`src/nacs_pkg.sv`:
```
`default_nettype none

package nacs_pkg;

    // Field widths fixed by the frame format.
    localparam int ID_W      = 48;
    localparam int ALIAS_W   = 12;
    localparam int CNT_W     = 8;
    localparam int CFG_IDX_W = 2;

    // Configuration register indexes.
    localparam logic [CFG_IDX_W-1:0] CFG_NODE_ID     = 2'd0;
    localparam logic [CFG_IDX_W-1:0] CFG_WAIT_LIMIT  = 2'd1;
    localparam logic [CFG_IDX_W-1:0] CFG_RETRY_LIMIT = 2'd2;

    // Configuration reset values.
    localparam logic [CNT_W-1:0] WAIT_LIMIT_RST  = 8'd2;
    localparam logic [CNT_W-1:0] RETRY_LIMIT_RST = 8'd10;
    localparam logic [CNT_W-1:0] CNT_MAX         = 8'hFF;

    // Frame kinds.
    localparam logic [2:0] FK_STATUS  = 3'd0;
    localparam logic [2:0] FK_CHECK   = 3'd1;
    localparam logic [2:0] FK_RESERVE = 3'd2;
    localparam logic [2:0] FK_MAP     = 3'd3;
    localparam logic [2:0] FK_INIT    = 3'd4;

    // Claim phase codes as seen on the result channel.
    localparam logic [2:0] PH_IDLE      = 3'd0;
    localparam logic [2:0] PH_CHECK     = 3'd1;
    localparam logic [2:0] PH_WAIT      = 3'd2;
    localparam logic [2:0] PH_CONFLICT  = 3'd3;
    localparam logic [2:0] PH_CONFIRMED = 3'd4;

    // Check frame sequence number of the first check frame.
    localparam logic [2:0] CHECK_SEQ_FIRST = 3'd7;

    // Input event.
    typedef struct packed {
        logic func;
        logic slot_free;
    } t_in_item;

    // One result frame.
    typedef struct packed {
        logic [2:0]         frame_kind;
        logic [2:0]         check_seq;
        logic [ALIAS_W-1:0] check_field;
        logic [ALIAS_W-1:0] alias_out;
        logic [ID_W-1:0]    id_payload;
        logic               take_slot;
        logic               release_slot;
        logic [2:0]         phase_out;
        logic               last;
    } t_out_item;

    // Which frame burst an accepted event produces.
    typedef enum logic [1:0] {
        BURST_STATUS,
        BURST_CHECK,
        BURST_CONFIRM,
        BURST_RESERVE
    } t_burst;

    // Work descriptor handed from the front end to the frame sequencer.
    typedef struct packed {
        t_burst             burst;
        logic [ALIAS_W-1:0] alias_val;
        logic [2:0]         phase;
        logic               rel;
    } t_job;

    // Initial alias: XOR fold of the four 12-bit slices of the node ID.
    function automatic logic [ALIAS_W-1:0] seed_alias(input logic [ID_W-1:0] id);
        logic [ALIAS_W-1:0] s;
        s = id[47:36] ^ id[35:24] ^ id[23:12] ^ id[11:0];
        return (s == '0) ? ALIAS_W'(1) : s;
    endfunction

    // Next alias from a 12-bit LFSR; zero is skipped.
    function automatic logic [ALIAS_W-1:0] next_alias(input logic [ALIAS_W-1:0] a);
        logic               fb;
        logic [ALIAS_W-1:0] n;
        fb = a[0] ^ a[2] ^ a[3] ^ a[11];
        n  = {fb, a[11:1]};
        return (n == '0) ? ALIAS_W'(1) : n;
    endfunction

endpackage

`default_nettype wire

```
`src/node_alias_claim_sequencer.sv`:
```
`default_nettype none

// Node alias claim sequencer. Each input transfer is a tick or a collision
// report; the front end updates the claim state at once and queues a burst
// descriptor, and the frame sequencer behind the queue sends the burst's
// frames, one result transfer per cycle while the output accepts them,
// through a registered output stage. An event producing n frames (1 to 4)
// occupies the sequencer until its last frame is loaded. The front end
// keeps taking events while the job queue has room, so up to Q_DEPTH
// events may wait behind a stalled output. Configuration writes take
// effect at once and must only be made while the block is idle.
module node_alias_claim_sequencer #(
    parameter int Q_DEPTH = 2
) (
    input  wire logic                              i_clk,
    input  wire logic                              i_rst_n,
    input  wire logic                              i_cfg_we,
    input  wire logic [nacs_pkg::CFG_IDX_W-1:0]    i_cfg_idx,
    input  wire logic [nacs_pkg::ID_W-1:0]         i_cfg_wdata,
    input  wire logic                              i_in_valid,
    output logic                                   o_in_ready,
    input  wire nacs_pkg::t_in_item                i_in,
    output logic                                   o_out_valid,
    input  wire logic                              i_out_ready,
    output nacs_pkg::t_out_item                    o_out
);

    logic [nacs_pkg::ID_W-1:0]  r_node_id;
    logic [nacs_pkg::CNT_W-1:0] r_wait_limit;
    logic [nacs_pkg::CNT_W-1:0] r_retry_limit;
    logic                       q_full;
    logic                       push;
    nacs_pkg::t_job             push_job;
    logic                       pop;
    logic                       job_valid;
    nacs_pkg::t_job             job;

    // Configuration registers.
    always_ff @(posedge i_clk) begin
        if (!i_rst_n) begin
            r_node_id     <= '0;
            r_wait_limit  <= nacs_pkg::WAIT_LIMIT_RST;
            r_retry_limit <= nacs_pkg::RETRY_LIMIT_RST;
        end else if (i_cfg_we) begin
            unique case (i_cfg_idx)
                nacs_pkg::CFG_NODE_ID:     r_node_id     <= i_cfg_wdata;
                nacs_pkg::CFG_WAIT_LIMIT:  r_wait_limit  <= i_cfg_wdata[nacs_pkg::CNT_W-1:0];
                nacs_pkg::CFG_RETRY_LIMIT: r_retry_limit <= i_cfg_wdata[nacs_pkg::CNT_W-1:0];
                default: begin
                end
            endcase
        end
    end

    // Event classification and claim state.
    nacs_front u_front (
        .i_clk         (i_clk),
        .i_rst_n       (i_rst_n),
        .i_in_valid    (i_in_valid),
        .o_in_ready    (o_in_ready),
        .i_in          (i_in),
        .i_q_full      (q_full),
        .o_push        (push),
        .o_job         (push_job),
        .i_node_id     (r_node_id),
        .i_wait_limit  (r_wait_limit),
        .i_retry_limit (r_retry_limit)
    );

    // Job queue between the two halves.
    nacs_queue #(
        .DEPTH (Q_DEPTH)
    ) u_queue (
        .i_clk   (i_clk),
        .i_rst_n (i_rst_n),
        .i_push  (push),
        .i_data  (push_job),
        .o_full  (q_full),
        .i_pop   (pop),
        .o_valid (job_valid),
        .o_data  (job)
    );

    // Frame sequencer and output stage.
    nacs_back u_back (
        .i_clk       (i_clk),
        .i_rst_n     (i_rst_n),
        .i_job_valid (job_valid),
        .i_job       (job),
        .o_pop       (pop),
        .i_node_id   (r_node_id),
        .o_out_valid (o_out_valid),
        .i_out_ready (i_out_ready),
        .o_out       (o_out)
    );

endmodule

`default_nettype wire

```
`src/nacs_front.sv`:
```
`default_nettype none

module nacs_front (
    input  wire logic                          i_clk,
    input  wire logic                          i_rst_n,
    input  wire logic                          i_in_valid,
    output logic                               o_in_ready,
    input  wire nacs_pkg::t_in_item            i_in,
    input  wire logic                          i_q_full,
    output logic                               o_push,
    output nacs_pkg::t_job                     o_job,
    input  wire logic [nacs_pkg::ID_W-1:0]     i_node_id,
    input  wire logic [nacs_pkg::CNT_W-1:0]    i_wait_limit,
    input  wire logic [nacs_pkg::CNT_W-1:0]    i_retry_limit
);

    typedef enum logic [2:0] {
        ST_IDLE      = 3'd0,
        ST_CHECK     = 3'd1,
        ST_WAIT      = 3'd2,
        ST_CONFLICT  = 3'd3,
        ST_CONFIRMED = 3'd4
    } t_phase;

    t_phase                           r_phase, n_phase;
    logic [nacs_pkg::ALIAS_W-1:0]     r_alias, n_alias;
    logic [nacs_pkg::CNT_W-1:0]       r_wait, n_wait;
    logic [nacs_pkg::CNT_W-1:0]       r_retry, n_retry;
    nacs_pkg::t_burst                 burst;
    logic                             rel;
    logic                             accept;

    // An event is taken whenever the job queue has room.
    assign o_in_ready = !i_q_full;
    assign accept     = i_in_valid && !i_q_full;
    assign o_push     = accept;

    // Claim protocol: next state and the burst this event produces.
    always_comb begin
        n_phase = r_phase;
        n_alias = r_alias;
        n_wait  = r_wait;
        n_retry = r_retry;
        burst   = nacs_pkg::BURST_STATUS;
        rel     = 1'b0;
        if (!i_in.func) begin
            unique case (r_phase)
                ST_IDLE: begin
                    if (r_alias == '0) begin
                        n_alias = nacs_pkg::seed_alias(i_node_id);
                    end
                    if (i_in.slot_free) begin
                        burst   = nacs_pkg::BURST_CHECK;
                        n_phase = ST_CHECK;
                        n_wait  = '0;
                    end
                end
                ST_CHECK: begin
                    n_phase = ST_WAIT;
                    n_wait  = '0;
                end
                ST_WAIT: begin
                    if (r_wait != nacs_pkg::CNT_MAX) begin
                        n_wait = r_wait + 1'b1;
                    end
                    if (n_wait >= i_wait_limit) begin
                        burst   = nacs_pkg::BURST_CONFIRM;
                        n_phase = ST_CONFIRMED;
                    end
                end
                ST_CONFLICT: begin
                    if (r_retry != nacs_pkg::CNT_MAX) begin
                        n_retry = r_retry + 1'b1;
                    end
                    rel = 1'b1;
                    if (n_retry < i_retry_limit) begin
                        n_alias = nacs_pkg::next_alias(r_alias);
                        n_phase = ST_IDLE;
                    end
                end
                ST_CONFIRMED: begin
                end
            endcase
        end else begin
            priority if (r_phase == ST_CHECK || r_phase == ST_WAIT) begin
                n_phase = ST_CONFLICT;
            end else if (r_phase == ST_CONFIRMED) begin
                burst = nacs_pkg::BURST_RESERVE;
            end else begin
                // A collision while idle or in conflict only reports status.
            end
        end
    end

    // Descriptor for the frame sequencer.
    always_comb begin
        o_job.burst     = burst;
        o_job.alias_val = n_alias;
        o_job.phase     = n_phase;
        o_job.rel       = rel;
    end

    // Claim state registers.
    always_ff @(posedge i_clk) begin
        if (!i_rst_n) begin
            r_phase <= ST_IDLE;
            r_alias <= '0;
            r_wait  <= '0;
            r_retry <= '0;
        end else if (accept) begin
            r_phase <= n_phase;
            r_alias <= n_alias;
            r_wait  <= n_wait;
            r_retry <= n_retry;
        end
    end

endmodule

`default_nettype wire

```
`src/nacs_queue.sv`:
```
`default_nettype none

module nacs_queue #(
    parameter int DEPTH = 2
) (
    input  wire logic           i_clk,
    input  wire logic           i_rst_n,
    input  wire logic           i_push,
    input  wire nacs_pkg::t_job i_data,
    output logic                o_full,
    input  wire logic           i_pop,
    output logic                o_valid,
    output nacs_pkg::t_job      o_data
);

    localparam int PTR_W = $clog2(DEPTH);
    localparam int CNT_W = $clog2(DEPTH + 1);

    nacs_pkg::t_job     r_mem [DEPTH];
    logic [PTR_W-1:0]   r_wptr;
    logic [PTR_W-1:0]   r_rptr;
    logic [CNT_W-1:0]   r_count;
    logic               do_push;
    logic               do_pop;

    assign o_full  = (r_count == CNT_W'(DEPTH));
    assign o_valid = (r_count != '0);
    assign o_data  = r_mem[r_rptr];
    assign do_push = i_push && !o_full;
    assign do_pop  = i_pop && o_valid;

    // Storage.
    always_ff @(posedge i_clk) begin
        if (do_push) begin
            r_mem[r_wptr] <= i_data;
        end
    end

    // Pointers and fill count.
    always_ff @(posedge i_clk) begin
        if (!i_rst_n) begin
            r_wptr  <= '0;
            r_rptr  <= '0;
            r_count <= '0;
        end else begin
            if (do_push) begin
                r_wptr <= (r_wptr == PTR_W'(DEPTH - 1)) ? '0 : r_wptr + 1'b1;
            end
            if (do_pop) begin
                r_rptr <= (r_rptr == PTR_W'(DEPTH - 1)) ? '0 : r_rptr + 1'b1;
            end
            if (do_push && !do_pop) begin
                r_count <= r_count + 1'b1;
            end else if (do_pop && !do_push) begin
                r_count <= r_count - 1'b1;
            end
        end
    end

endmodule

`default_nettype wire

```
`src/nacs_back.sv`:
```
`default_nettype none

module nacs_back (
    input  wire logic                      i_clk,
    input  wire logic                      i_rst_n,
    input  wire logic                      i_job_valid,
    input  wire nacs_pkg::t_job            i_job,
    output logic                           o_pop,
    input  wire logic [nacs_pkg::ID_W-1:0] i_node_id,
    output logic                           o_out_valid,
    input  wire logic                      i_out_ready,
    output nacs_pkg::t_out_item            o_out
);

    logic                   r_busy;
    nacs_pkg::t_job         r_job;
    logic [1:0]             r_idx;
    logic                   r_out_valid;
    nacs_pkg::t_out_item    r_out;
    nacs_pkg::t_out_item    res;
    logic                   can_load;
    logic                   emit;
    logic                   finishing;

    assign can_load  = !r_out_valid || i_out_ready;
    assign emit      = can_load && r_busy;
    assign finishing = emit && res.last;
    assign o_pop     = i_job_valid && (!r_busy || finishing);

    // Build the frame at the current position of the burst.
    always_comb begin
        res              = '0;
        res.alias_out    = r_job.alias_val;
        res.phase_out    = r_job.phase;
        unique case (r_job.burst)
            nacs_pkg::BURST_STATUS: begin
                res.frame_kind   = nacs_pkg::FK_STATUS;
                res.release_slot = r_job.rel;
                res.last         = 1'b1;
            end
            nacs_pkg::BURST_CHECK: begin
                res.frame_kind = nacs_pkg::FK_CHECK;
                res.check_seq  = nacs_pkg::CHECK_SEQ_FIRST - {1'b0, r_idx};
                res.take_slot  = (r_idx == 2'd0);
                res.last       = (r_idx == 2'd3);
                unique case (r_idx)
                    2'd0: res.check_field = i_node_id[47:36];
                    2'd1: res.check_field = i_node_id[35:24];
                    2'd2: res.check_field = i_node_id[23:12];
                    2'd3: res.check_field = i_node_id[11:0];
                endcase
            end
            nacs_pkg::BURST_CONFIRM: begin
                priority if (r_idx == 2'd0) begin
                    res.frame_kind = nacs_pkg::FK_RESERVE;
                end else if (r_idx == 2'd1) begin
                    res.frame_kind = nacs_pkg::FK_MAP;
                    res.id_payload = i_node_id;
                end else begin
                    res.frame_kind   = nacs_pkg::FK_INIT;
                    res.id_payload   = i_node_id;
                    res.release_slot = 1'b1;
                    res.last         = 1'b1;
                end
            end
            nacs_pkg::BURST_RESERVE: begin
                res.frame_kind = nacs_pkg::FK_RESERVE;
                res.last       = 1'b1;
            end
        endcase
    end

    // Burst sequencer: one frame per cycle while the output stage can take it.
    always_ff @(posedge i_clk) begin
        if (!i_rst_n) begin
            r_busy <= 1'b0;
            r_idx  <= '0;
        end else if (o_pop) begin
            r_busy <= 1'b1;
            r_idx  <= '0;
        end else if (finishing) begin
            r_busy <= 1'b0;
        end else if (emit) begin
            r_idx <= r_idx + 1'b1;
        end
    end

    always_ff @(posedge i_clk) begin
        if (o_pop) begin
            r_job <= i_job;
        end
    end

    // Output register.
    always_ff @(posedge i_clk) begin
        if (!i_rst_n) begin
            r_out_valid <= 1'b0;
        end else if (emit) begin
            r_out_valid <= 1'b1;
        end else if (i_out_ready) begin
            r_out_valid <= 1'b0;
        end
    end

    always_ff @(posedge i_clk) begin
        if (emit) begin
            r_out <= res;
        end
    end

    assign o_out_valid = r_out_valid;
    assign o_out       = r_out;

endmodule

`default_nettype wire
```
`config.mk`:
```
export PLATFORM = sky130hd
export DESIGN_NAME = node_alias_claim_sequencer
export DESIGN_NICKNAME = d
export VERILOG_FILES = /design/src/nacs_pkg.sv /design/src/node_alias_claim_sequencer.sv /design/src/nacs_front.sv /design/src/nacs_queue.sv /design/src/nacs_back.sv
export SDC_FILE = /design/constraint.sdc
export NUM_CORES = 1
export LEC_CHECK = 0
export BUFFER_PORTS_ARGS = -buffer_cell sky130_fd_sc_hd__buf_2
export CAP_MARGIN = 15
export CORE_ASPECT_RATIO = 1.75
export CORE_MARGIN = 2
export CORE_UTILIZATION = 25
export DETAILED_ROUTE_END_ITERATION = 16
export PLACE_DENSITY = 0.53
export SLEW_MARGIN = 20
export SYNTH_ARGS = -nofsm -noshare
export SYNTH_HDL_FRONTEND = slang
export SYNTH_HIERARCHICAL = 1
export SYNTH_SLANG_ARGS = --single-unit
```
`constraint.sdc`:
```
create_clock -name i_clk -period 4.7 [get_ports i_clk]
set_clock_uncertainty 0.2 [all_clocks]
set_input_delay 0.705 -clock i_clk [delete_from_list [all_inputs] [get_ports i_clk]]
set_output_delay 0.705 -clock i_clk [all_outputs]
set_load 0.01 [all_outputs]
```
# After elaboration in Yosys (flattened, before gate mapping)
# Memories as Yosys holds them, arrays and structs flattened. A register that Yosys moved wholly into a read port is not among the register bits.
# Index checks and enable logic that the tools add are counted.
# totals
register_bits	187
inputBits	57
rom_bits	0
word_cells	142
latch_bits	0
ram_bits	36
n_memories	1
# memory_table
memory	depth	word_bits	rd	rd_clocked_by_memory_dff	wr	line	rtl
u_queue.r_mem	2	18	1	1	1	nacs_queue.sv:19	nacs_pkg::t_job r_mem [DEPTH];
# classes
n_addsub	8
n_eq_ne	16
n_reduce_logical	37
shift	0
bitwise	10
div	0
magnitude_cmp	2
muxes	46
multipliers	0
# ops
cell	n
two-way mux 12 bit	5
two-way mux 8 bit	7
case mux 12 bit (4 select lines)	1
logical NOT 12 bit	3
bitwise XOR 12 bit	3
case mux 12 bit (2 select lines)	1
case mux 3 bit (4 select lines)	2
case mux 8 bit (3 select lines)	1
two-way mux 3 bit	7
adder 8 x 1 -> 8 bit (second input constant)	2
inequality test 8 bit (second input constant)	2
two-way mux 1 bit	13
== test 2 bit (second input constant)	6
two-way mux 2 bit	6
>= comparator 8 bit	1
logical AND 1 bit	8
< comparator 8 bit	1
AND reduction 2 bit	4
nonzero test 2 bit	4
== test 2 x 1 -> 1 bit (second input constant)	3
== test 3 x 2 -> 1 bit (second input constant)	2
logical NOT 2 bit	3
OR reduction 2 bit	3
logical NOT 1 bit	5
other kinds (17)	26

# Logic depth before layout (Yosys ltp)
# Gate-level depths: netlist of run 1.
# logic_depth
ltp_word	11
depth_mapped	13
ltp_nobuf	12

# Modules after synthesis
# Netlist of run 1, hierarchy kept.
# modules_own_cells
mod	instances	area_per_inst_um2	cells_each
nacs_back	1	4115.2	260
nacs_front	1	2785.2	363
node_alias_claim_sequencer	1	2496.1	265
nacs_queue	1	1532.7	81

# Worst setup path before layout of run 1
# Ideal clock, no wire load.
# synth_path
path_kind	register to register
start	register u_front/r_retry[0] (netlist bit)
end	memory u_queue/r_mem[0][5] (netlist bit) (data pin)
period_less_slack_ps	3431
arrival_ps	2955
required_ps	4224
path_buffers	2
stages_incl_launch_ff	14
slack_ps	1269
path_cell_list	dfxtp_1 -> ha_1 -> nand3_2 -> or2_2 -> clkbuf_1 -> mux2_2 -> ha_1 -> nand2b_1 -> or4_1 -> and3_4 -> nor2_8 -> buf_6 -> mux2i_1 -> o21ai_0
# synth_rtl
element	line	rtl
start: declaration	nacs_front.sv:28	logic [nacs_pkg::CNT_W-1:0] r_retry, n_retry;
start signal: assignment	nacs_front.sv:114	r_retry <= n_retry;
end: declaration	nacs_queue.sv:19	

==> summary.md, run 1 <==
| Metric | Value |
|---|---|
| Placer congestion estimate | 0.804 |
| Post-Synthesis Cells | 969 |
| Pre-CTS setup slack | 1.00 ns |
| Post-CTS setup buffers | 0 |
| Port bufs | 142 |
| Clk_lat worst skew | 0.53 ns |
| Status | finished, final reports clean |
| Crit path largest cell delay | 0.41 ns |
| Pwr Total | 6.45 mW |
| Number of routed nets with antenna violations | 0 |
| Setup crit start kind | flip-flop |
| CTS buffer count | 25 |
| Post-route setup slack | 0.991 ns |
| GR Util All Layers | 0.128 |
| Initial antenna violation count | 1 |
| Final wirelength | 29200 µm |
| CTS tree | built |
| Storage cell area | 0.00623 mm² |
| Die width | 162 µm |
| Grt ovf | 0 |
| #FFs+latches synth | 242 |
| Post-synth cell types | 64 |
| Worst hold start | u_back/r_job[15] |
| Max-slew headroom | 0.256 |
| # rows | 101 |
| Sequential fraction of the synthesis area | 0.570 |
| Worst hold slack | 0.217 ns |
| DP Area | 0.0122 mm² |
| Post-DP HPWL | 21300 µm |
| Die area | 0.0455 mm² |
| Largest net degree at the start of global routing | 69 |
| Vias in the first global route | 7619 |
| Critical Path Slowest Stage Cell | dfxtp_1 |
| Drt via density | 4.47 |
| Worst min path class | flip-flop to flip-flop |
| I/O Pins | 143 |
| Final hold vios | 0 |
| Clk slew on worst S/H paths | 0.07 ns |
| Starting Density | 0.253 |
| Maxcap violations | 0 |
| Crit path cell chain | ha_1 > nand3_2 > or2_2 > mux2_2 > ha_1 > nand2b_1 > or4_1 > and3_4 > nor2_8 > mux2i_1 > nand2_1 |
| Routed len/inst | 17.4 µm |
| Hold path cells | 0 |
| Cts repair resizes | 0 |
| EDFF count, synth | 138 |
| CP most frequent cell | ha_1 |
| Maximum fanout along the worst path | 25 |
| Root Driver | clkbuf_16 |
| Share of layout cells above drive strength 1 | 0.208 |
| Synth warn | 6 |
| Final setup fails | 0 |
| CP Class | flip-flop to flip-flop |
| Multi-input logic area | 0.00433 mm² |
| Syn_nets | 1054 |
| Number of iterations in the first detailed-routing pass | 7 |
| Fill count | 4461 |
| Final period utilization | 0.789 |
| Setup crit end kind | flip-flop |
| Worst reg2reg startpoint | u_front/r_retry[0] |
| Die Y | 281 µm |
| First-pass GRT wire length | 44500 µm |
| CTS Hold Bufs | 0 |
| Initial DRC count | 466 |
| Highest Clock Rate | 270 MHz |
| Pwr dens | 493 mW/mm² |
| Clock sink total | 242 |
| Via count | 7512 |
| Max VDD drop | 0.254 mV |
| Ys flop type | edfxtp_1 |
| P&R area growth vs syn | 19.7% |
| Setup TNS | 0 ns |
| R2R setup slack | 0.99 ns |
| Fin crit period | 3.71 ns |
| Unrepaired setup endpoints after global routing | no |
| Asr flop ratio synth | 0 |
| CTS max path bufs | 3 |
| Avg Synthesized Cell Area | 11.3 µm² |
| Actual slew at the worst max-slew pin | 1.11 ns |
| Syn Std Cell Area | 0.0109 mm² |
| Most frequent cells in the layout | nand2_1 (158), buf_2 (141), edfxtp_1 (138), dfxtp_1 (104), mux2i_1 (72) |
| Endpoint, Worst Hold | u_back/o_out[65] |
| Core area | 0.0432 mm² |
| Residual DRC | 0 |
| Fin. max-slew vios | 0 |
| Critical Path RT | 4.75 ns |
| H-tree depth | 1 |
| Crit Reg-Reg Endpoint | u_queue/r_mem[0][4] |
| WP data arrival | 3.76 ns |
| Final #Nets | 1182 |
| Final instance area | 0.0131 mm² |
| Crit path from | u_front/r_retry[0] |
| Pleak | 4.93 nW |
| Most common cell after layout, fill and taps aside | nand2_1 |
| R2R depth | 11 |
[state kept, by name, summed over array words and instances, names as in the netlist, named ones only]
signal	flops
r_node_id	48
u_back/o_out	84
r_wait_limit	8
u_queue/r_rptr	1
u_queue/r_count	2
u_front/r_phase	3
r_retry_limit	8
u_queue/r_mem	36
u_front/r_retry	8
u_back/o_out_valid	1
u_queue/r_wptr	1
u_front/r_wait	8
u_back/r_busy	1
u_back/r_job	18
u_back/r_idx	2
u_front/r_alias	12
[report_power, final]
part	leakage (nW)	internal (mW)	switching, mW	total (mW)
registers	2.16	2.80	0.209	3.01
clock network	0.435	1.32	0.840	2.16
logic	2.33	0.459	0.825	1.28
[layer usage]
metal	wire (µm)	GRT usage	part of all wire
met2	15200	0.235	0.52
met1	11600	0.142	0.40
met5	13	0	0.00044
met3	1060	0.0174	0.036
met4	1340	0.0631	0.046
[synthesized netlist by cell type (7+ instances only)]
cell type  number  area share
edfxtp_1      138        0.38
nand3_1         8      0.0037
dfxtp_1       104        0.19
nand4_1         7      0.0040
xnor2_1        42       0.034
a21oi_1        29       0.013
inv_1          37       0.013
nor2_1         38       0.013
nand2_1       158       0.054
xor2_1          7      0.0056
clkbuf_1       24      0.0082
nand2b_1        9      0.0052
and2_1         67       0.038
mux2_2         22       0.023
nor2b_1         9      0.0052
ha_1           28       0.032
buf_2          14      0.0064
o221ai_1        7      0.0056
o21ai_0        34       0.016
mux2i_1        72       0.066
a222oi_1       12       0.011
[area by class of cell]
| class | count | area share |
|---|---|---|
| antenna | 1 | 0.000191 |
| inverter | 40 | 0.0116 |
| clock inverter | 12 | 0.0143 |
| multi-input combinational | 640 | 0.331 |
| sequential | 242 | 0.476 |
| timing repair buffer | 148 | 0.0599 |
| tap | 566 | 0.0541 |
| clock buffer | 33 | 0.0533 |
[cell families (layout without fill, tap and decap cells)]
family | count (synthesis) | count (layout) | synth area share
simple gates | 342 | 342 | 0.157
flops | 242 | 242 | 0.570
compound gates | 127 | 127 | 0.0778
mux | 94 | 94 | 0.0886
buf+inv | 87 | 233 | 0.0357
xor+xnor | 49 | 49 | 0.0393
fa+ha+maj | 28 | 28 | 0.0321
other cells | 0 | 1 | 0
[worst max-delay path: cells and delay by family, from the launching register on]
kind / cells / cell delay, ns
multiplexers: 2 / 0.59
AND/OR/NAND/NOR: 7 / 1.76
flip-flops: 1 / 0.41
adder cells (fa/ha/maj): 2 / 0.48
[worst max-delay path by stage]
stage	endpoint	slack, ns	depth (start not counted)
detailed placement	u_queue/r_mem[0][4]	1.00	11
global route	u_queue/r_mem[0][4]	0.74	11
CTS	u_queue/r_mem[0][4]	0.99	11
floorplan	u_queue/r_mem[0][5]	1.27	13
global placement	u_queue/r_mem[0][14]	1.07	11
finish	u_queue/r_mem[0][4]	0.99	11
[through the flow]
| stage | cells | utilization |
|---|---|---|
| after floorplan | 969 | - |
| after detailed placement | 1636 | 0.282 |
| after CTS | 1681 | 0.303 |
| after global placement | 1636 | 0.282 |
| after global routing | 1681 | 0.303 |
| final | 1682 | 0.303 |
(Power assumes the default switching activity.)
==> run 2, diff against run 1 <==
==> constraint.sdc (replaced) <==
create_clock -name i_clk -period 3.55 [get_ports i_clk]
set_clock_uncertainty 0.2 [all_clocks]
set_input_delay 0.5325 -clock i_clk [delete_from_list [all_inputs] [get_ports i_clk]]
set_output_delay 0.5325 -clock i_clk [all_outputs]
set_load 0.01 [all_outputs]
==> summary.md, run 2 (same netlist as run 1, synthesis figures left out) <==
| Metric | Value |
|---|---|
| Root Driver | clkbuf_16 |
| Pre-CTS setup slack | 0.184 ns |
| Fin crit period | 3.30 ns |
| Clk slew on worst S/H paths | 0.06 ns |
| Final #Nets | 1206 |
| Core Util, Final | 0.305 |
| Pwr Total | 8.27 mW |
| P&R area growth vs syn | 20.5% |
| Hold path cells | 3 |
| Die Y | 281 µm |
| Setup crit start kind | flip-flop |
| Most frequent cells in the layout | nand2_1 (158), buf_2 (141), edfxtp_1 (138), dfxtp_1 (104), mux2i_1 (72) |
| Most common cell after layout, fill and taps aside | nand2_1 |
| Worst reg2reg startpoint | u_front/r_retry[0] |
| Maximum fanout along the worst path | 7 |
| Final period utilization | 0.930 |
| Number of iterations in the first detailed-routing pass | 7 |
| Fin. max-slew vios | 0 |
| Starting Density | 0.253 |
| Endpoint, Worst Hold | r_node_id[41] |
| Pwr dens | 628 mW/mm² |
| Largest net degree at the start of global routing | 91 |
| Maxcap violations | 0 |
| Routed len/inst | 17.6 µm |
| Placer congestion estimate | 0.774 |
| Non-Filler Instances | 1706 |
| Worst hold start | i_cfg_wdata[41] |
| H-tree depth | 1 |
| CTS max path bufs | 3 |
| Grt ovf | 0 |
| CTS tree | built |
| First-pass GRT wire length | 45100 µm |
| Status | finished, final reports clean |
| Die width | 162 µm |
| I/O Pins | 143 |
| Crit path cell chain | ha_1 > nand3_2 > or2_2 > mux2_2 > ha_1 > nand2b_1 > or4_1 > and3_4 > nor2_8 > buf_4 > o21ai_0 > a221oi_1 |
| CTS buffer count | 25 |
| Max VDD drop | 0.357 mV |
| WP data arrival | 3.54 ns |
| Worst min path class | input port to flip-flop |
| Via count | 7676 |
| Final hold vios | 0 |
| Setup crit end kind | flip-flop |
| Number of routed nets with antenna violations | 0 |
| Clk_lat worst skew | 0.54 ns |
| Critical Path RT | 3.79 ns |
| Core area | 0.0432 mm² |
| Max reg flops | 84 |
| Post-DP HPWL | 21900 µm |
| Pleak | 5.00 nW |
| Share of layout cells above drive strength 1 | 0.221 |
| CP Class | flip-flop to flip-flop |
| Clock sink total | 242 |
| Post-route setup slack | 0.247 ns |
| Final setup fails | 0 |
| GR Util All Layers | 0.129 |
| Die area | 0.0455 mm² |
| Residual DRC | 0 |
| Final wirelength | 30100 µm |
| Drt via density | 4.50 |
| N_diodes | 0 |
| Worst hold slack | 0.0481 ns |
| DP Cell Count | 1655 |
| Initial antenna violation count | 0 |
| CTS Hold Bufs | 0 |
| Vias in the first global route | 7725 |
| Max-slew headroom | 0.403 |
| Crit path largest cell delay | 0.41 ns |
| # rows | 101 |
| Critical Path Slowest Stage Cell | dfxtp_1 |
| Port bufs | 142 |
| R2R depth | 12 |
| Highest Clock Rate | 303 MHz |
| Initial DRC count | 441 |
| CP most frequent cell | ha_1 |
| Actual slew at the worst max-slew pin | 0.894 ns |
| Crit Reg-Reg Endpoint | u_front/r_alias[9] |
| R2R setup slack | 0.25 ns |
-- run 2: layout make-up --
class,count,area (µm²)
clock inverters,8,76.3
flip-flops and latches,242,6230
repair buffers,171,968
multi-input cells,641,4340
fillers,4475,30000
clock buffers,38,704
well taps,566,708
inverters,40,151
-- run 2: how the worst max path moves through the flow --
stage / from / to / slack (ns) / depth (start not counted)
3_3_place_gp: u_front/r_retry[0] / u_queue/r_mem[0][4] / 0.22 / 11
6_report: u_front/r_retry[0] / u_front/r_alias[9] / 0.25 / 12
5_1_grt: u_front/r_retry[0] / u_front/r_alias[9] / -0.008 / 12
2_1_floorplan: u_front/r_retry[0] / u_queue/r_mem[0][6] / 0.12 / 13
3_5_place_dp: u_front/r_retry[0] / u_queue/r_mem[0][4] / 0.18 / 11
4_1_cts: u_front/r_retry[0] / u_queue/r_mem[0][4] / 0.17 / 11
-- run 2: per-stage QoR --
| stage | cell area (µm²) | TNS (ns) |
|---|---|---|
| global placement | 12300 | 0 |
| global route | 13200 | -0.00774 |
| detailed placement | 12300 | 0 |
| floorplan | 10900 | 0 |
| finish | 13200 | 0 |
| CTS | 13100 | 0 |
-- run 2: routing by layer --
metal | vias up | routed length, µm | GRT usage
met5 | - | 0 | 0
met4 | 0 | 1460 | 0.0647
met3 | 74 | 989 | 0.0140
met1 | 3689 | 11800 | 0.144
li1 | 3714 | - | -
met2 | 199 | 15900 | 0.240
-- run 2: what timing repair did --
action / in CTS / in global routing
setup endpoints to repair: 0 / 17
resized for setup: 0 / 1
setup buffers: 0 / 4
-- run 2: power by group --
group / leakage [nW] / switching [mW] / internal, mW / total [mW]
registers: 2.16 / 0.274 / 3.70 / 3.98
logic: 2.45 / 1.10 / 0.642 / 1.74
clock network: 0.383 / 1.10 / 1.45 / 2.55
-- run 2: critical path, delay by kind of cell (launching register included) --
| family | cells | cell delay, ns |
|---|---|---|
| buf+inv | 1 | 0.17 |
| flops | 1 | 0.41 |
| simple gates | 6 | 1.37 |
| fa+ha+maj | 2 | 0.40 |
| compound gates | 2 | 0.34 |
| mux | 1 | 0.30 |
